File: src/rtl/core/ece_queue.sv
// ece_queue: small first-in first-out buffer in flip-flops
// no package dependencies
module ece_queue #(
    parameter int DEPTH = 4,
    parameter int W     = 8
) (
    input  logic         i_clk,
    input  logic         i_rst_n,
    input  logic         i_push,
    input  logic [W-1:0] i_data,
    output logic         o_full,
    input  logic         i_pop,
    output logic [W-1:0] o_data,
    output logic         o_empty
);

    localparam int AW = (DEPTH > 1) ? $clog2(DEPTH) : 1;
    localparam int CW = $clog2(DEPTH + 1);

    logic [W-1:0]  r_mem [DEPTH];
    logic [AW-1:0] r_wr, r_rd;
    logic [CW-1:0] r_cnt;
    logic          do_push, do_pop;

    assign o_full  = (r_cnt == CW'(DEPTH));
    assign o_empty = (r_cnt == '0);
    assign do_push = i_push && !o_full;
    assign do_pop  = i_pop && !o_empty;
    assign o_data  = r_mem[r_rd];

    always_ff @(posedge i_clk) begin
        if (do_push) begin
            r_mem[r_wr] <= i_data;
        end
    end

    always_ff @(posedge i_clk) begin
        if (!i_rst_n) begin
            r_wr  <= '0;
            r_rd  <= '0;
            r_cnt <= '0;
        end else begin
            if (do_push) begin
                r_wr <= (r_wr == AW'(DEPTH - 1)) ? '0 : r_wr + AW'(1);
            end
            if (do_pop) begin
                r_rd <= (r_rd == AW'(DEPTH - 1)) ? '0 : r_rd + AW'(1);
            end
            if (do_push && !do_pop) begin
                r_cnt <= r_cnt + CW'(1);
            end else if (do_pop && !do_push) begin
                r_cnt <= r_cnt - CW'(1);
            end
        end
    end

endmodule

File: config.mk
export PLATFORM = sky130hd
export DESIGN_NAME = ece_queue
export DESIGN_NICKNAME = d
export VERILOG_FILES = /design/src/rtl/core/ece_queue.sv
export SDC_FILE = /design/constraint.sdc
export NUM_CORES = 1
export LEC_CHECK = 0
export BUFFER_PORTS_ARGS = -buffer_cell sky130_fd_sc_hd__buf_4
export CAP_MARGIN = 20
export CELL_PAD_IN_SITES_DETAIL_PLACEMENT = 1
export CELL_PAD_IN_SITES_GLOBAL_PLACEMENT = 1
export CORE_UTILIZATION = 40
export CTS_BUF_LIST = sky130_fd_sc_hd__clkbuf_8
export DETAILED_ROUTE_END_ITERATION = 10
export GPL_TIMING_DRIVEN = 1
export PLACE_DENSITY_LB_ADDON = 0.1
export SLEW_MARGIN = 20
export SYNTH_ARGS = -nofsm -noshare
export SYNTH_HDL_FRONTEND = slang
export SYNTH_SLANG_ARGS = --single-unit
File: constraint.sdc
create_clock -name i_clk -period 2.39 [get_ports i_clk]
set_input_delay 0.1195 -clock i_clk [delete_from_list [all_inputs] [get_ports i_clk]]
set_output_delay 0.1195 -clock i_clk [all_outputs]
set_load 0.05 [all_outputs]
# == Yosys cells after proc, flatten, opt, wreduce, memory -nomap -nowiden ==
# Memory sizes are Yosys's and may differ from the RTL's. A register that Yosys moved wholly into a read port is not among the register bits.
# Index checks and enable logic that the tools add are counted.
# Widths: inputs -> output; s select.
# totals
out_inout_bits,10
register_bits,7
ram_bits,32
wordCells,29
n_memories,1
input_bits,12
# memory_table
memory,depth,word_bits,read_ports,rd_clocked_by_memory_dff,write_ports,line,text
r_mem,4,8,1,1,1,20,logic [W-1:0] r_mem [DEPTH];
# op_classes
muxes,8
n_reduce_logical,10
addsub,4
eq_ne,3
# ops
operator,count
$mux 2,4
$mux 3,2
$add 2x1->2 const B,2
$eq 2x2->1 const B,2
$logic_and 1x1->1,4
$logic_not 1->1,4
$add 3x1->3 const B,1
$eq 3x3->1 const B,1
$logic_not 3->1,1
$sub 3x1->3 const B,1
$mux 1,2
$reduce_bool 2->1,1

# == Longest topological paths before layout ==
# logic_depth
depth_word,7
depth_mapped,9
mapped_depth_nobuf,8

# == Worst setup path before layout ==
# Ideal clock, no wire load.
# synth_timing
path_type,register to register
startpoint,reg r_cnt[1]
endpoint,reg r_cnt[2]
path_stages_with_launch,10
arrival_ns,2.259
path_slack_ns,0.055
cell_sequence,dfxtp_1 nor3b_2 nor2b_1 buf_2 ha_1 inv_1 fa_1 xor2_1 or3_1 a21boi_0
# synth_via
elab_chain_len,6
elab_cells_between_ends,15
classes_between,add/sub: 2; eq/ne: 1; mux: 2; reduce/logical: 10
# synth_rtl
item,line,text
from (decl),22,logic [CW-1:0] r_cnt;
from (signal assigned),50,r_cnt <= r_cnt + CW'(1);
from (signal assigned),52,r_cnt <= r_cnt - CW'(1);
$eq 3x3->1 *,25,assign o_full = (r_cnt == CW'(DEPTH));
via o_full,11,"output logic o_full,"
$logic_not 1->1 *,27,assign do_push = i_push && !o_full;
$logic_and 1x1->1 *,27,
via do_push,23,"logic do_push, do_pop;"
$logic_not 1->1,51,end else if (do_pop && !do_push) begin
$logic_and 1x1->1,51,
$reduce_bool 2->1 (no source line),--,
# Mark *: on every way through the listed nets, which the timed path passes. The rest lies on a longest branch. The select of a mux whose other input is x is not followed.
# A chain may end at the register's enable or synchronous reset.

# == Worst setup path in the final report ==
# layout_timing
startpoint,reg r_cnt[0]
endpoint,reg r_cnt[2]
# layout_via
elab_chain_len,6
elab_cells_between_ends,15
classes_between,add/sub: 2; eq/ne: 1; mux: 2; reduce/logical: 10
# layout_rtl
item
"parallel branches: the longest is 6 deep, another holds $sub 3x1->3"
# Parallel ways; which one is timed is not known. The select of a mux whose other input is x is not followed.

==> results by group <==
Clock network
  • Post-CTS setup buffers: 0
  • CTS tree: built
  • CTS sink count: 41
  • # hold bufs at CTS: 0
  • Clock transition at path regs: about 70 ps
  • TritonCTS buffer count: 5
  • Clock Path Buffers: 2
  • H-tree depth: 2
  • CTS resizes: 0
  • Root buf cell: clkbuf_8
  • Clock Latency Late Sink: 290 ps

Yosys
  • Post-synth top flop: edfxtp_1
  • Largest family of logic cells by synthesized area: multiplexers
  • Post-synth EDFFs: 32
  • Top-count cell post-synth: edfxtp_1
  • Synth Area in XOR/XNOR: 1.07%
  • Register area share after synthesis: a little over two thirds
  • Most instantiated cells after synthesis: 32 x edfxtp_1, 9 x dfxtp_1, 8 x mux4_2, 6 x ha_1, 6 x nand2_1
  • Ranking of synthesized cells by area: edfxtp_1 59%, dfxtp_1 11%, mux4_2 11%
  • Synthesized area: 1630 µm²
  • YS warnings: 0
  • Compound-Gate Fraction of Synth Area: 1.84%
  • Post-Syn Instances: 93
  • Syn_nets: 112
  • Simple-Gate Fraction of Synth Area: under 10%
  • Dominant cell type by area after synthesis: edfxtp_1
  • Post-synthesis adder-cell area fraction: between 5 and 6%
  • Asr flop ratio synth: 0%
  • Post-synth top area share: about three fifths
  • Syn Area/Cell: 17.5 µm²
  • Synth cell types: 23
  • Mux cell area share after synthesis: 12.9%
  • Seq cells post-synth: roughly 40

Routing
  • Routed Antenna Nets: 0
  • DRT Pass-1 Iters: 2
  • DRC Markers: 0
  • WL/cell: between 15 and 20 µm
  • Initial DRC Count: 20
  • Via count: between 800 and 900
  • Vias per inst: between 4 and 5
  • Wirelength, routed: 2760 µm

Die
  • Ports: 22
  • Core area: between 3000 and 4000 µm²
  • Row Count: 22
  • Die area: between 4000 and 5000 µm²
  • Die width: 65.8 µm
  • Initial Util: about 43%
  • DIE HEIGHT: around 66 µm

Setup path
  • Critical Path Sink Type: register
  • CP startpoint: r_cnt[0]
  • CP max FO: 5
  • Crit Reg-Reg Startpoint: r_cnt[0]
  • Critical path class: register to register
  • Req. time, crit path: 2600 ps
  • Register-to-Register Path Depth: 7
  • CP startpoint kind: register
  • Arrival time at the worst endpoint: about 2400 ps

Global routing
  • Antenna violations before repair: 0
  • Grt ovf: 0
  • First-pass GRT wire length: 4550 µm
  • Vias in the first global route: 899
  • Largest net degree at the start of global routing: 13
  • Gr usage total: 15.6%

STA
  • Final setup margin: about 240 ps
  • Tmin final: 2150 ps
  • Final Cycle Share: approximately nine tenths
  • FMAX: ~0.47 GHz
  • Hold Violations, Final: 0
  • Slew Viols, Final: 0
  • Slew Limit Headroom: 62.6%
  • TNS Setup: 0 ps
  • Final setup fails: 0
  • Clock Skews: roughly 5.3 ps
  • Worst Max-Slew Pin Slew: 561 ps
  • Unrepaired setup endpoints after global routing: false

Final layout
  • N_diodes: 0
  • Area growth syn-to-layout: 18.3%
  • Sequential cell area: 1140 µm²
  • Finished layout cell area: about 1900 µm²
  • Final Net Count: approximately 140
  • Share of cells above drive strength 1: between 30% and 40%
  • Post-route insts no fill: 168
  • Number of fill cells: approximately 350
  • Multi-input logic area: between 400 and 500 µm²

Placement
  • Worst slack at placement: roughly 230 ps
  • HPWL Detailed: just under 2000 µm
  • Cell Area, Placed: ~1800 µm²
  • Port Buf Inserts: 21
  • DP Cell Count: 160
  • Gpl congestion: a little over 0.6

Pwr
  • Combinational share of power: between 30% and 40%
  • Sequential Power Share: between 40% and 50%
  • Pwr/cell area: ~1100 nW/µm²
  • Int Pwr: ~0.0014 W
  • Clk network pwr share: between 15 and 20%
  • LEAKAGE: between 0.7 and 0.8 nW
  • Worst vdd ir: approximately 550 µV
  • Sw Ratio: a little over a third
  • Net load switching power: 0.000771 W

Min path
  • Worst Min Path Start: i_data[7]
  • Hold Crit Depth: 1
  • Worst min-delay path class: input port to register

Outcome
  • Run status: complete, no violations

Job
  • Max-Cap Viols: 0
-- cell usage in the layout (no fill, tap or decap), drive strengths merged --
cell    netlist  layout
nor2b         2       2
dfxtp         9       9
clkinv        0       2
a21boi        1       1
ha            6       6
fa            1       1
edfxtp       32      32
buf           3      23
xor2          1       1
nor3          1       1
clkbuf        1       5
or3           1       1
inv           3       4
nor3b         1       1
xnor2         1       1
o21ai         3       3
nand2         6       6
mux2i         3       3
mux4          8       8
nand3         2       2
nor2          2       2
o31ai         1       1
and2          5       5
-- power by group through the flow --
| stage | Combinational [W] | Sequential [W] | Clock (W) |
|---|---|---|---|
| 6_report | 0.000760 | 0.000973 | 0.000418 |
| 3_5_place_dp | 0.000769 | 0.000996 | 0 |
| 4_1_cts | 0.000773 | 0.000978 | 0.000438 |
| 2_1_floorplan | 0.000600 | 0.000935 | 0 |
| 5_1_grt | 0.000818 | 0.000993 | 0.000469 |
| 3_3_place_gp | 0.000750 | 0.000987 | 0 |
-- kinds of logic (layout without fill, tap and decap cells) --
logic type	Yosys count	count (layout)
AND/OR/NAND/NOR	20	20
flip-flops	41	41
buffers and inverters	7	34
multiplexers	11	11
adder cells (fa/ha/maj)	7	7
AO/OA/AOI/OAI	5	5
XOR/XNOR	2	2
-- layer usage --
metal | share of wire [%] | up-vias | wire length, µm | GRT usage [%]
li1 | - | 399 | - | -
met1 | 40 | 418 | 1090 | 17.1
met2 | 53 | 16 | 1470 | 26.7
met3 | 5.3 | 6 | 146 | 6.38
met4 | 1.8 | 0 | 50 | 6.52
met5 | 0 | - | 0 | 0
-- sequential cells by signal, indices dropped and copies added (netlist names), named ones only --
register and count:
r_wr 2, r_mem 32, r_cnt 3, r_rd 2
-- through the flow --
stage | total power [W] | util [%] | hold slack (ps)
finish | 0.00215 | 51.1 | 30.3
global route | 0.00228 | 51.1 | 11.0
CTS | 0.00219 | 51.1 | 17.1
detailed placement | 0.00176 | 48.9 | 328
global placement | 0.00174 | 48.9 | 319
floorplan | 0.00154 | - | 218
-- cell type report --
type / count / share of cell area (%)
Multi-Input combinational cell: 45 / 23.9
Timing Repair Buffer: 23 / 8.96
Inverter: 3 / 0.584
Clock buffer: 5 / 3.57
Clock inverter: 3 / 0.714
Sequential cell: 41 / 59.2
Tap cell: 48 / 3.11
-- final timing paths --
check                end  slack [ps]
max             r_cnt[2]         240
min          r_mem[3][7]          30
max reg2reg     r_cnt[2]         240
min reg2reg      r_wr[1]         500
-- critical path, cell delays in order, from the launching register on --
cell,delay [ps]
dfxtp_1,370
o31ai_1,330
ha_1,260
inv_1,70
fa_1,390
xor2_1,170
or3_1,310
a21boi_0,180
Power figures use the tool's default switching activity.
