--- src/rtl/core/ece_pkg.sv ---
// ece_pkg: shared types, fixed-point constants and pipeline latencies
// for the easing curve evaluator; no dependencies
package ece_pkg;

    localparam int FB  = 16;          // fraction bits of progress and result
    localparam int VW  = FB + 1;      // clamped value width, 0..ONE
    localparam int IW  = FB + 2;      // signed progress width
    localparam int EW  = FB + 4;      // exponent argument width, up to 10*ONE
    localparam int SH  = 30 - FB;     // shift from q30 to the value format
    localparam int NW  = EW - FB;     // integer part of exponent argument

    localparam logic [VW-1:0] ONE  = VW'(1) << FB;
    localparam logic [VW-1:0] HALF = VW'(1) << (FB - 1);
    localparam logic [30:0]   ONE30 = 31'h4000_0000;
    localparam logic [EW:0]   EXP_SPAN = (EW + 1)'(10) << FB;

    localparam logic [30:0] SIN_C1 = 31'd1686629713;
    localparam logic [30:0] SIN_C3 = 31'd693598668;
    localparam logic [30:0] SIN_C5 = 31'd85569306;
    localparam logic [30:0] SIN_C7 = 31'd5026995;
    localparam logic [30:0] SIN_C9 = 31'd172272;
    localparam logic [29:0] LN2_Q30 = 30'd744261118;

    // pipeline depths of the arithmetic units
    localparam int SIN_LAT  = 10;
    localparam int EXP_LAT  = 26;
    localparam int POLY_LAT = 3;

    typedef enum logic [3:0] {
        MODE_LINEAR      = 4'd0,
        MODE_SINE_IN     = 4'd1,
        MODE_SINE_OUT    = 4'd2,
        MODE_SINE_INOUT  = 4'd3,
        MODE_QUAD_IN     = 4'd4,
        MODE_QUAD_OUT    = 4'd5,
        MODE_QUAD_INOUT  = 4'd6,
        MODE_CUBIC_IN    = 4'd7,
        MODE_CUBIC_OUT   = 4'd8,
        MODE_CUBIC_INOUT = 4'd9,
        MODE_EXPO_IN     = 4'd10,
        MODE_EXPO_OUT    = 4'd11,
        MODE_EXPO_INOUT  = 4'd12
    } t_mode;

    // how the back end forms the result from its unit outputs
    typedef enum logic [4:0] {
        OP_LINEAR,
        OP_SIN,
        OP_SIN_INV,
        OP_SIN_LO,
        OP_SIN_HI,
        OP_SQ,
        OP_SQ_INV,
        OP_SQ2_LO,
        OP_SQ2_HI,
        OP_CUBE,
        OP_CUBE_INV,
        OP_CUBE4,
        OP_CUBE_HI,
        OP_EXP,
        OP_EXP_INV,
        OP_EXP_LO,
        OP_EXP_HI,
        OP_ZERO,
        OP_ONE
    } t_op;

    typedef struct packed {
        t_op           op;
        logic [VW-1:0] t;
        logic [VW-1:0] sin_x;
        logic [VW-1:0] poly_a;
        logic [EW-1:0] exp_a;
    } t_work;

    typedef struct packed {
        t_op           op;
        logic [VW-1:0] t;
    } t_tag;

endpackage

--- src/rtl/core/ece_front.sv ---
// ece_front: clamps progress and classifies the item by curve into
// unit operands and a result op; uses ece_pkg
module ece_front (
    input  logic [ece_pkg::IW-1:0] i_progress,
    input  logic [3:0]             i_mode,
    output ece_pkg::t_work         o_work
);

    localparam int VW = ece_pkg::VW;
    localparam int EW = ece_pkg::EW;

    logic [VW-1:0] t, u;
    logic [VW:0]   two_t;
    logic [EW:0]   ten_t, ten_u, twenty_t;
    logic          t_zero, t_one, t_lo, t_le_half;

    always_comb begin
        if (i_progress[ece_pkg::IW-1]) begin
            t = '0;
        end else if (i_progress[VW-1:0] > ece_pkg::ONE) begin
            t = ece_pkg::ONE;
        end else begin
            t = i_progress[VW-1:0];
        end
        u         = ece_pkg::ONE - t;
        two_t     = {t, 1'b0};
        ten_t     = (EW + 1)'(t) * (EW + 1)'(10);
        ten_u     = (EW + 1)'(u) * (EW + 1)'(10);
        twenty_t  = (EW + 1)'(t) * (EW + 1)'(20);
        t_zero    = (t == '0);
        t_one     = (t == ece_pkg::ONE);
        t_lo      = (t < ece_pkg::HALF);
        t_le_half = (t <= ece_pkg::HALF);
    end

    always_comb begin
        o_work        = '0;
        o_work.t      = t;
        o_work.op     = ece_pkg::OP_LINEAR;
        case (i_mode)
            ece_pkg::MODE_SINE_IN: begin
                o_work.sin_x = u;
                o_work.op    = ece_pkg::OP_SIN_INV;
            end
            ece_pkg::MODE_SINE_OUT: begin
                o_work.sin_x = t;
                o_work.op    = ece_pkg::OP_SIN;
            end
            ece_pkg::MODE_SINE_INOUT: begin
                if (t_le_half) begin
                    o_work.sin_x = VW'({1'b0, ece_pkg::ONE} - two_t);
                    o_work.op    = ece_pkg::OP_SIN_LO;
                end else begin
                    o_work.sin_x = VW'(two_t - {1'b0, ece_pkg::ONE});
                    o_work.op    = ece_pkg::OP_SIN_HI;
                end
            end
            ece_pkg::MODE_QUAD_IN: begin
                o_work.poly_a = t;
                o_work.op     = ece_pkg::OP_SQ;
            end
            ece_pkg::MODE_QUAD_OUT: begin
                o_work.poly_a = u;
                o_work.op     = ece_pkg::OP_SQ_INV;
            end
            ece_pkg::MODE_QUAD_INOUT: begin
                if (t_lo) begin
                    o_work.poly_a = t;
                    o_work.op     = ece_pkg::OP_SQ2_LO;
                end else begin
                    o_work.poly_a = VW'({u, 1'b0});
                    o_work.op     = ece_pkg::OP_SQ2_HI;
                end
            end
            ece_pkg::MODE_CUBIC_IN: begin
                o_work.poly_a = t;
                o_work.op     = ece_pkg::OP_CUBE;
            end
            ece_pkg::MODE_CUBIC_OUT: begin
                o_work.poly_a = u;
                o_work.op     = ece_pkg::OP_CUBE_INV;
            end
            ece_pkg::MODE_CUBIC_INOUT: begin
                if (t_lo) begin
                    o_work.poly_a = t;
                    o_work.op     = ece_pkg::OP_CUBE4;
                end else begin
                    o_work.poly_a = VW'({u, 1'b0});
                    o_work.op     = ece_pkg::OP_CUBE_HI;
                end
            end
            ece_pkg::MODE_EXPO_IN: begin
                o_work.exp_a = EW'(ten_u);
                o_work.op    = t_zero ? ece_pkg::OP_ZERO : ece_pkg::OP_EXP;
            end
            ece_pkg::MODE_EXPO_OUT: begin
                o_work.exp_a = EW'(ten_t);
                o_work.op    = t_one ? ece_pkg::OP_ONE : ece_pkg::OP_EXP_INV;
            end
            ece_pkg::MODE_EXPO_INOUT: begin
                if (t_zero) begin
                    o_work.op = ece_pkg::OP_ZERO;
                end else if (t_one) begin
                    o_work.op = ece_pkg::OP_ONE;
                end else if (t_lo) begin
                    o_work.exp_a = EW'(ece_pkg::EXP_SPAN - twenty_t);
                    o_work.op    = ece_pkg::OP_EXP_LO;
                end else begin
                    o_work.exp_a = EW'(twenty_t - ece_pkg::EXP_SPAN);
                    o_work.op    = ece_pkg::OP_EXP_HI;
                end
            end
            default: begin
                o_work.op = ece_pkg::OP_LINEAR;
            end
        endcase
    end

endmodule

--- config.mk ---
export PLATFORM = sky130hd
export DESIGN_NAME = ece_front
export DESIGN_NICKNAME = d
export VERILOG_FILES = /design/src/rtl/core/ece_pkg.sv /design/src/rtl/core/ece_front.sv
export SDC_FILE = /design/constraint.sdc
export NUM_CORES = 1
export LEC_CHECK = 0
export BUFFER_PORTS_ARGS = -buffer_cell sky130_fd_sc_hd__buf_4
export CORE_MARGIN = 2
export CORE_UTILIZATION = 58
export DETAILED_ROUTE_END_ITERATION = 8
export MAX_ROUTING_LAYER = met4
export PLACE_DENSITY = 0.85
export SYNTH_ARGS = -nofsm -noshare
export SYNTH_HDL_FRONTEND = slang
export SYNTH_SLANG_ARGS = --single-unit
--- constraint.sdc ---
create_clock -name vclk -period 23.4
set_clock_uncertainty 0.2 [all_clocks]
set_input_delay 4.68 -clock vclk [all_inputs]
set_output_delay 4.68 -clock vclk [all_outputs]
set_load 0.03 [all_outputs]
# == After elaboration in Yosys (flattened, before gate mapping) ==
# Index checks and enable logic that the tools add are counted.
# totals
register_bits,0
inputBits,22
output_inout_bits,76
elab_cells,47
# op_classes
add_sub_neg,5
n_mul,3
order_cmp,3
n_eq_ne,13
muxes,19
reduce_logical,4
# op_table
op,count
case mux 17 bit (3 select lines),2
2-to-1 mux 17 bit,4
2-to-1 mux 20 bit,3
case mux 20 bit (3 select lines),1
case mux 5 bit (12 select lines),1
"multiplier 17 x 3 -> 19 bit, second input constant",2
"subtractor 17 bit, first input constant",2
2-to-1 mux 5 bit,5
"equality test 4 bit, second input constant",5
"subtractor 20 bit, first input constant",1
"subtractor 20 bit, second input constant",1
"multiplier 17 x 3 -> 18 bit, second input constant",1
"equality test 17 bit, second input constant",1
"greater-than comparator 17 bit, second input constant",1
"<= comparator 17 x 16 -> 1 bit, second input constant",1
logical NOT 17 bit,1
"< comparator 17 x 16 -> 1 bit, second input constant",1
"subtractor 17 bit, second input constant",1
"equality test 4 x 3 -> 1 bit, second input constant",4
"equality test 4 x 2 -> 1 bit, second input constant",2
2-to-1 mux 3 bit,2
OR reduction 2 bit,3
"equality test 4 x 1 -> 1 bit, second input constant",1
2-to-1 mux 4 bit,1

# == Logic depth before layout (Yosys ltp) ==
# Gate-level depths: netlist (run 1).
# logic_depth
word_depth,9
ltp_mapped,23

# == Worst setup path before layout (run 1) ==
# OpenSTA, ideal clock, no wires.
# synth_timing
path_kind,input to output
from,input i_progress[9] (netlist bit)
to,output o_work[19] (netlist bit)
arrival_time_ps,10166
setup_slack_ps,8354
cell_stages,22
path_buffers,2
cell_sequence,buf_2 > or3_1 > nor4_1 > nand4b_1 > a21oi_2 > buf_2 > nand2_1 > inv_1 > ha_1 > ha_1 > fa_1 > a21o_1 > a22o_1 > o211ai_1 > a21boi_0 > o31ai_1 > inv_1 > ha_1 > or3_1 > o211ai_1 > xnor2_1 > o21ai_0
# synth_lines
element,line_no,text
from (decl),ece_front.sv:4,"input logic [ece_pkg::IW-1:0] i_progress,"
to (decl),ece_front.sv:6,output ece_pkg::t_work o_work

==> results.cfg, run 1 <==
[pwr]
seqPwrFrac_pct = 0
p_sw_uw = 70.2
finalPower_uw = 111
power.combinational.fraction_pct = 100.0
swShare_pct = 63.3
p_int_uw = 40.6
power_leakage_nw = 2.38
power_density_nw_per_um2 = 22.9
clkPwrFrac_pct = 0
peakVddDrop_uv = 11.5

[global_route]
grt_max_degree = 23
grt_pass1_vias = 4636
grt_usage_pct = 37.1
grt_overflow_total = 0
grt_pass1_wl_mm = 22.6
antenna_found_initial = 0

[die]
coreArea_um2 = 6790
top_level_ports = 98
fp.dieArea_um2 = 7740
num_rows = 30
die_height_um = 88
die_width_um = 88
initial_standard_cell_utilization_of_the_core_pct = 60.2

[placement]
placed_area_um2 = 4840
io_buffer_count = 97
place.detailed.hpwl_mm = 11.3
dpl.cell_count = 782
globalplace.congestion = 1.08

[logic_synthesis]
synthTopCellsByArea = ha_1 20%, o21ai_0 7.5%, xnor2_1 6.8%
mappedNetlistArea_um2 = 4090
yosysWarningCount = 0
syn_avg_cell_area_um2 = 6.65
synth.top_cell.area_share_pct = 19.9
synth_nets = 704
synth_cells = 615
synth.distinct_cells = 63
seq_total_area_yosys_pct = 0
synth_top_cell_by_area = ha_1

[run]
cap_violations = 0

[critical_path]
cp.required_ps = 18520
critPathLaunch = i_progress[9]
worst-setup-path-type = in2out
critical_path_at_ps = 10840
worstSetupStartpointType = input port
cp_max_fanout = 22
kind_of_end_point_of_the_critical_path = primary output

[final_layout]
final.clkbuf_count = 0
areaGrowthSynthToFinish_pct = 18.3
final_cell_count_no_fill = 782
final_layout_size_suffix_gt1_share_pct = 17.8
finish.utilization_pct = 71.3
seq_area_um2 = 0
design_area_um2 = 4840
nNetsFinal = 777
seq_cells = 0
antenna_cells_inserted = 0

[cts]
cts_setup_buffers = 0
post_cts.resized_instances = 0
hold_buffers = 0

[sta]
grt_setup_unrepaired = false
fin_crit_ps = 15720
timing.final.setup_violations = 0
max_freq_mhz = 63.6
worst_case_headroom_to_the_max_slew_limit_pct = 17.2
worstMarginPinSlew_ps = 1230
setup_tns_ps = 0
hold_violation_count_in_the_final_report = 0
final-max-slew-violation-count = 0
post-route-period-util_pct = 67.2

[drt]
drt_pass1_iterations = 5
post_drt_via_cell_ratio = 6.71
routed-via-count = 5251
drc = 0
initialDrtViolationCount = 483
drtAntennaViolNets = 0
wirelength_mm = 14.5
wire_per_inst_um = 18.6

[outcome]
outcome = finished clean

[min_path]
worst_hold_path_type = in2out
holdCritStartpoint = i_mode[3]
==> cell usage after synthesis (all sizes together) (10+ instances only) <==
cell type	instances
a21oi	47
a22oi	23
clkbuf	22
ha	65
inv	32
nand2	65
nand2b	10
nand3	20
nor2	51
nor3	19
o21ai	62
o221ai	15
xnor2	32
xor2	22
==> critical path, stage by stage <==
cell and delay (ps):
buf_4 140, or3_1 430, nor4_1 450, nand4b_1 240
a21oi_2 750, nand2_1 350, inv_1 180, ha_1 250
ha_1 250, fa_1 450, a21o_1 210, a22o_1 260
o211ai_1 240, a21boi_0 120, o31ai_1 550, inv_1 160
ha_1 210, or3_1 360, o211ai_1 120, xnor2_1 90
o21ai_0 140, buf_4 180
==> worst paths after layout <==
path	to	slack, ps	cells after the start
setup / recovery	o_work[19]	7680	22
hold / removal	o_work[71]	9600	3
==> placed cells by master, fill, tap and decap left out, drive strengths merged, types with 2 or more instances in the layout <==
cell    Yosys  layout
a22oi      23      23
nor2       51      51
a21oi      47      47
o211ai      6       6
nand3      20      20
o41ai       2       2
o221ai     15      15
a21boi      2       2
o22ai       5       5
ha         65      65
and3        7       7
buf         8     101
o21a        4       4
a32oi       3       3
a21o        9       9
a211o       2       2
nor2b       7       7
a31o        2       2
a221o       7       7
fa          2       2
o31ai       9       9
nand2b     10      10
xnor2      32      32
xor2       22      22
or2         3       3
a31oi       7       7
o21ai      62      62
nor3       19      19
o31a        2       2
or3         8       8
inv        32      32
nor4        5       5
and2        6       6
a211oi      5       5
nand2      65      65
o21bai      3       3
==> power groups by stage <==
stage	logic, mW	clock network [mW]	registers [mW]
2_1_floorplan	0.0789	0	0
3_5_place_dp	0.108	0	0
3_3_place_gp	0.105	0	0
6_report	0.111	0	0
5_1_grt	0.120	0	0
4_1_cts	0.109	0	0
==> per-stage QoR <==
step                      hold WS, ps  setup slack, ps
final                            9600             7680
after global routing             9650             7240
after CTS                        9580             7790
after detailed placement         9580             7790
after global placement           9580             8040
after floorplan                  9380             8350
==> final cells by class <==
type	count	area, um2
fill	602	1950
inverter	32	120
multi-input combinational	553	3840
tap	96	120
timing repair buffer	101	758
==> cells by family after synthesis <==
| group | after synthesis | synth area share [%] |
|---|---|---|
| AOI/OAI and AO/OA | 224 | 37.1 |
| and+or+nand+nor | 207 | 24.3 |
| adders and majority gates | 67 | 20.8 |
| buffers and inverters | 62 | 6.11 |
| xor gates and xnor gates | 54 | 11.6 |
| other | 1 | 0.0916 |
==> routing by layer <==
metal	track usage (%)	vias up	part of all wire, %
met1	46.9	2398	40
met5	-	-	0
li1	-	2438	-
met4	12.9	0	3.0
met3	2.07	44	9.6
met2	62.4	371	48
Power figures use the tool's default switching activity.
==> run 2: changes to the inputs <==
--- a/config.mk
+++ b/config.mk
@@ -5,12 +5,13 @@
 export SDC_FILE = /design/constraint.sdc
 export NUM_CORES = 1
 export LEC_CHECK = 0
+export ABC_AREA = 1
 export BUFFER_PORTS_ARGS = -buffer_cell sky130_fd_sc_hd__buf_4
 export CORE_MARGIN = 2
-export CORE_UTILIZATION = 58
+export CORE_UTILIZATION = 53
 export DETAILED_ROUTE_END_ITERATION = 8
 export MAX_ROUTING_LAYER = met4
-export PLACE_DENSITY = 0.85
+export PLACE_DENSITY = 0.81
 export SYNTH_ARGS = -nofsm -noshare
 export SYNTH_HDL_FRONTEND = slang
 export SYNTH_SLANG_ARGS = --single-unit
==> constraint.sdc (replaced) <==
create_clock -name vclk -period 13.55
set_clock_uncertainty 0.2 [all_clocks]
set_input_delay 2.71 -clock vclk [all_inputs]
set_output_delay 2.71 -clock vclk [all_outputs]
set_load 0.03 [all_outputs]
==> results.cfg, run 2 <==
[outcome]
outcome = finished clean

[min_path]
timing.hold.worst_path_depth = 4
holdPathEnd = o_work[57]
holdCritStartpoint = i_progress[3]
worst_hold_path_type = in2out

[drt]
drtAntennaViolNets = 0
wirelength_mm = 17.0
wire_per_inst_um = 17.0
initialDrtViolationCount = 581
drt_pass1_iterations = 5
post_drt_via_cell_ratio = 5.95
routed-via-count = 5947
drc = 0

[logic_synthesis]
yosys.area_share.adder_pct = 19.4
synth_top_cell_by_area = nand2_1
netlist_top_cells_count = 249 x nand2_1, 118 x inv_1, 79 x nor2_1, 65 x ha_1, 61 x nand3_1
yosys.cell_count.top_type = nand2_1
synth.distinct_cells = 42
synth-compound-area-share_pct = 16.8
mappedNetlistArea_um2 = 4400
synth_nets = 902
synth_cells = 813
parity_gate_share_of_the_synthesized_area_counting_xor_and_xnor_cells_pct = 2.96
yosysWarningCount = 0
synthTopCellsByArea = nand2_1 21%, ha_1 18%, inv_1 10%
synth.top_cell.area_share_pct = 21.2
dominant_combinational_cell_family_by_area_after_synthesis = simple AND/OR/NAND/NOR gates
synth_mux_area_share_pct = 0
syn_avg_cell_area_um2 = 5.42
synth_simple_gate_area_share_pct = 47.6
seq_total_area_yosys_pct = 0

[final_layout]
seq_cells = 0
leading_cell_type_in_the_layout_fill_and_taps_excluded = nand2_1
areaGrowthSynthToFinish_pct = 17.5
antenna_cells_inserted = 0
final_layout_size_suffix_gt1_share_pct = 15.6
final.clkbuf_count = 0
layout_common_cells = 249 x nand2_1, 118 x inv_1, 99 x buf_4, 79 x nor2_1, 65 x ha_1
nFillCells = 821
nNetsFinal = 986
final_cell_count_no_fill = 1000
seq_area_um2 = 0

[sta]
final-max-slew-violation-count = 0
hold_violation_count_in_the_final_report = 0
worst_case_headroom_to_the_max_slew_limit_pct = 18.9
worstMarginPinSlew_ps = 1210
timing.final.setup_violations = 0
fin_crit_ps = 10050
post-route-period-util_pct = 74.1
grt_setup_unrepaired = false
setup_tns_ps = 0
max_freq_mhz = 99.5

[placement]
globalplace.congestion = 1.04
place.detailed.hpwl_mm = 13.8
dpl.cell_count = 1000
io_buffer_count = 97

[critical_path]
kind_of_end_point_of_the_critical_path = primary output
cp_top_family = simple AND/OR/NAND/NOR gates
cp.buffers_inverters = 3
critical_path_at_ps = 7140
cp.required_ps = 10640
worst_path_largest_cell_delay_ps = 510
cp_max_fanout = 11
crit_path_top_delay_cell = ha_1
worstSetupStartpointType = input port
worst-setup-path-type = in2out
crit_path_cell_trace = buf_4, nor2_1, nand2_1, nor2_1, nand2_2, nand2_4, nand3_1, ha_1, nand2_1, nor2_2, xor2_1, inv_1, ha_1, ha_1, nand2_1, o21ai_0, a21boi_0, o21ai_0, nor2_1, o211ai_1, buf_4

[global_route]
grt_pass1_vias = 5420
antenna_found_initial = 0
grt_pass1_wl_mm = 26.6
grt_max_degree = 23
grt_overflow_total = 0
grt_usage_pct = 37.9

[die]
fp.dieArea_um2 = 9050
num_rows = 33
die_width_um = 95.1
initial_standard_cell_utilization_of_the_core_pct = 54.1
coreArea_um2 = 8130
die_height_um = 95.1
top_level_ports = 98

[cts]
hold_buffers = 0
post_cts.resized_instances = 0
cts_setup_buffers = 0

[pwr]
power_leakage_nw = 2.96
power_density_nw_per_um2 = 53.4
peakVddDrop_uv = 22.2

[run]
cap_violations = 0
[run 2: cell count changes in the layout (fill, tap and decap cells not counted), sizes merged, moves of 11 or more]
cell | before | now
o21ai | 62 | 32
xnor2 | 32 | 5
inv | 32 | 127
xor2 | 22 | 9
nand3 | 20 | 61
nor3 | 19 | 8
nor2 | 51 | 101
nand2 | 65 | 256
nand4 | 1 | 26
a22oi | 23 | 0
[run 2: cell families after synthesis]
family / after synthesis
buffers and inverters: 144
adder cells (fa/ha/maj): 67
other: 1
XOR/XNOR: 14
AND/OR/NAND/NOR: 464
AO/OA/AOI/OAI: 123
[run 2: where the power goes]
part           switching, mW  total (mW)  internal, mW  leakage, nW
Clock                      0           0             0            0
Sequential                 0           0             0            0
Combinational          0.186       0.277        0.0908         2.96
[run 2: worst max path at each step]
| stage | slack [ps] | depth (start not counted) | start | to |
|---|---|---|---|---|
| after detailed placement | 3660 | 21 | i_progress[1] | o_work[15] |
| final | 3500 | 21 | i_progress[1] | o_work[15] |
| after global placement | 3770 | 21 | i_progress[6] | o_work[15] |
| after CTS | 3630 | 21 | i_progress[1] | o_work[15] |
| after floorplan | 4370 | 24 | i_progress[1] | o_work[15] |
| after global routing | 3230 | 26 | i_progress[1] | o_work[18] |
[run 2: final cells by class]
class	instances	area, um2	area share (%)
Tap cell	105	131	2.54
Timing Repair Buffer	99	743	14.4
Inverter	127	477	9.21
Multi-Input combinational cell	669	3820	73.9
[run 2: metrics by stage]
stage | hold slack, ps | setup WS [ps] | utilization [%] | cell area (um2) | power, mW
after floorplan | 5370 | 4370 | - | 4400 | 0.196
after global placement | 5660 | 3770 | 63.6 | 5170 | 0.264
after detailed placement | 5650 | 3660 | 63.6 | 5170 | 0.270
after CTS | 5650 | 3630 | 63.6 | 5170 | 0.271
after global routing | 5670 | 3230 | 63.6 | 5170 | 0.303
final | 5650 | 3500 | 63.6 | 5170 | 0.277
[run 2: routing by layer]
layer	vias up	track usage, %	share of wire, %
met4	0	7.97	2.8
met2	350	61.6	45
met3	51	5.06	10
li1	2859	-	-
met1	2687	50.2	42
met5	-	-	0
==> run 3: changes to the inputs <==
--- a/config.mk
+++ b/config.mk
@@ -5,10 +5,10 @@
 export SDC_FILE = /design/constraint.sdc
 export NUM_CORES = 1
 export LEC_CHECK = 0
-export ABC_AREA = 1
+export ABC_AREA = 0
 export BUFFER_PORTS_ARGS = -buffer_cell sky130_fd_sc_hd__buf_4
 export CORE_MARGIN = 2
-export CORE_UTILIZATION = 53
+export CORE_UTILIZATION = 52
 export DETAILED_ROUTE_END_ITERATION = 8
 export MAX_ROUTING_LAYER = met4
 export PLACE_DENSITY = 0.81
==> constraint.sdc (replaced) <==
create_clock -name vclk -period 8.29
set_clock_uncertainty 0.2 [all_clocks]
set_input_delay 1.658 -clock vclk [all_inputs]
set_output_delay 1.658 -clock vclk [all_outputs]
set_load 0.03 [all_outputs]
==> results.cfg, run 3 (synthesis gave the netlist of run 1 again) <==
[outcome]
outcome = finished clean

[final_layout]
seq_cells = 0
antenna_cells_inserted = 0
areaGrowthSynthToFinish_pct = 36.3
nNetsFinal = 847
final_layout_size_suffix_gt1_share_pct = 29.6
final_cell_count_no_fill = 858
final.clkbuf_count = 0
leading_cell_type_in_the_layout_fill_and_taps_excluded = buf_4
layout_common_cells = 164 x buf_4, 62 x nand2_1, 59 x o21ai_0, 59 x ha_1, 50 x nor2_1
seq_area_um2 = 0

[cts]
hold_buffers = 0

[drt]
drtAntennaViolNets = 0
wirelength_mm = 16.4
initialDrtViolationCount = 422
post_drt_via_cell_ratio = 6.42
drc = 0
wire_per_inst_um = 19.1
routed-via-count = 5506
drt_pass1_iterations = 6

[global_route]
grt_overflow_total = 0
grt_max_degree = 21
grt_usage_pct = 36.8
antenna_found_initial = 0
grt_pass1_wl_mm = 25.1
grt_pass1_vias = 5106

[sta]
grt_setup_unrepaired = true
max_freq_mhz = 121
worst_case_headroom_to_the_max_slew_limit_pct = 12.3
fin_crit_ps = 8250
post-route-period-util_pct = 99.6
timing.final.setup_violations = 0
hold-worst-slack_ps = 3550
worstMarginPinSlew_ps = 1310
final-max-slew-violation-count = 0
hold_violation_count_in_the_final_report = 0

[die]
num_rows = 32
fp.dieArea_um2 = 8600
initial_standard_cell_utilization_of_the_core_pct = 53.2
coreArea_um2 = 7690
die_height_um = 92.7
die_width_um = 92.7
top_level_ports = 98

[placement]
place.detailed.hpwl_mm = 12.6
io_buffer_count = 97
globalplace.congestion = 1.01
dpl.cell_count = 852

[pwr]
power_density_nw_per_um2 = 65.2
peakVddDrop_uv = 36.5
power_leakage_nw = 2.73

[run]
cap_violations = 0

[critical_path]
worst-setup-path-type = in2out
kind_of_end_point_of_the_critical_path = primary output
cp.required_ps = 6430
cp_max_fanout = 5
critical_path_at_ps = 6400
worstSetupStartpointType = input port

[min_path]
timing.hold.worst_path_depth = 3
worst_hold_path_type = in2out
==> run 3: cell count changes in the layout (fill, tap and decap cells not counted), moves of 22 or more <==
cell and change:
a22oi_1 +22, nor2_1 -29, o21ai_0 +30, xnor2_1 +28, nand4_1 -25, buf_4 +65
inv_1 -91, nand2_1 -187, nand3_1 -42
==> run 3: layout make-up <==
cell class	count	area, um2
Multi-Input combinational cell	553	4010
Fill cell	671	2110
Timing Repair Buffer	171	1320
Tap cell	102	128
Inverter	32	123
==> run 3: power by group <==
part	switching [mW]	internal (mW)	leakage (nW)	total, mW
clock	0	0	0	0
combinational	0.216	0.148	2.73	0.363
sequential	0	0	0	0
==> run 3: per-layer routing <==
metal  wire (um)  global-route usage, %  up-vias
li1            -                      -     2578
met1        6500                   46.0     2565
met2        7960                   64.4      307
met3        1360                   2.03       56
met4         587                   10.7        0
met5           0                      -        -
==> run 3: metrics by stage <==
step	cell area, um2	setup WS (ps)	utilization, %	total power [mW]	TNS, ps
6_report	5580	35.4	72.6	0.363	0
4_1_cts	5390	6.89	70.1	0.346	0
5_1_grt	5580	-139	72.6	0.390	-334
2_1_floorplan	4140	-3.51	-	0.226	-3.51
3_3_place_gp	5380	-28.1	69.9	0.338	-28.1
3_5_place_dp	5380	-87.1	69.9	0.344	-164
==> run 3: final timing paths <==
path / start / endpoint / slack [ps]
hold / removal: i_mode[3] / o_work[71] / 3550
setup / recovery: i_progress[2] / o_work[18] / 40
==> run 3: critical path, cell delays in order <==
cell and delay, ps:
buf_6 100, or4_4 550, nor4_4 250, nand4b_1 220, a21oi_4 250, buf_6 150, and2_4 170, ha_4 210
ha_4 170, fa_2 350, a21o_1 190, a22o_1 240, o41ai_2 260, xor2_1 280, nand3_2 200, nor4_2 360
or3_1 150, a211oi_1 70, or3_1 390, buf_4 180
==> run 3: what timing repair did <==
action                                  in CTS  in global routing
buffers inserted                             0                  6
resized for setup                            4                 31
pin swaps                                    7                  4
endpoints found under the setup margin       2                  6
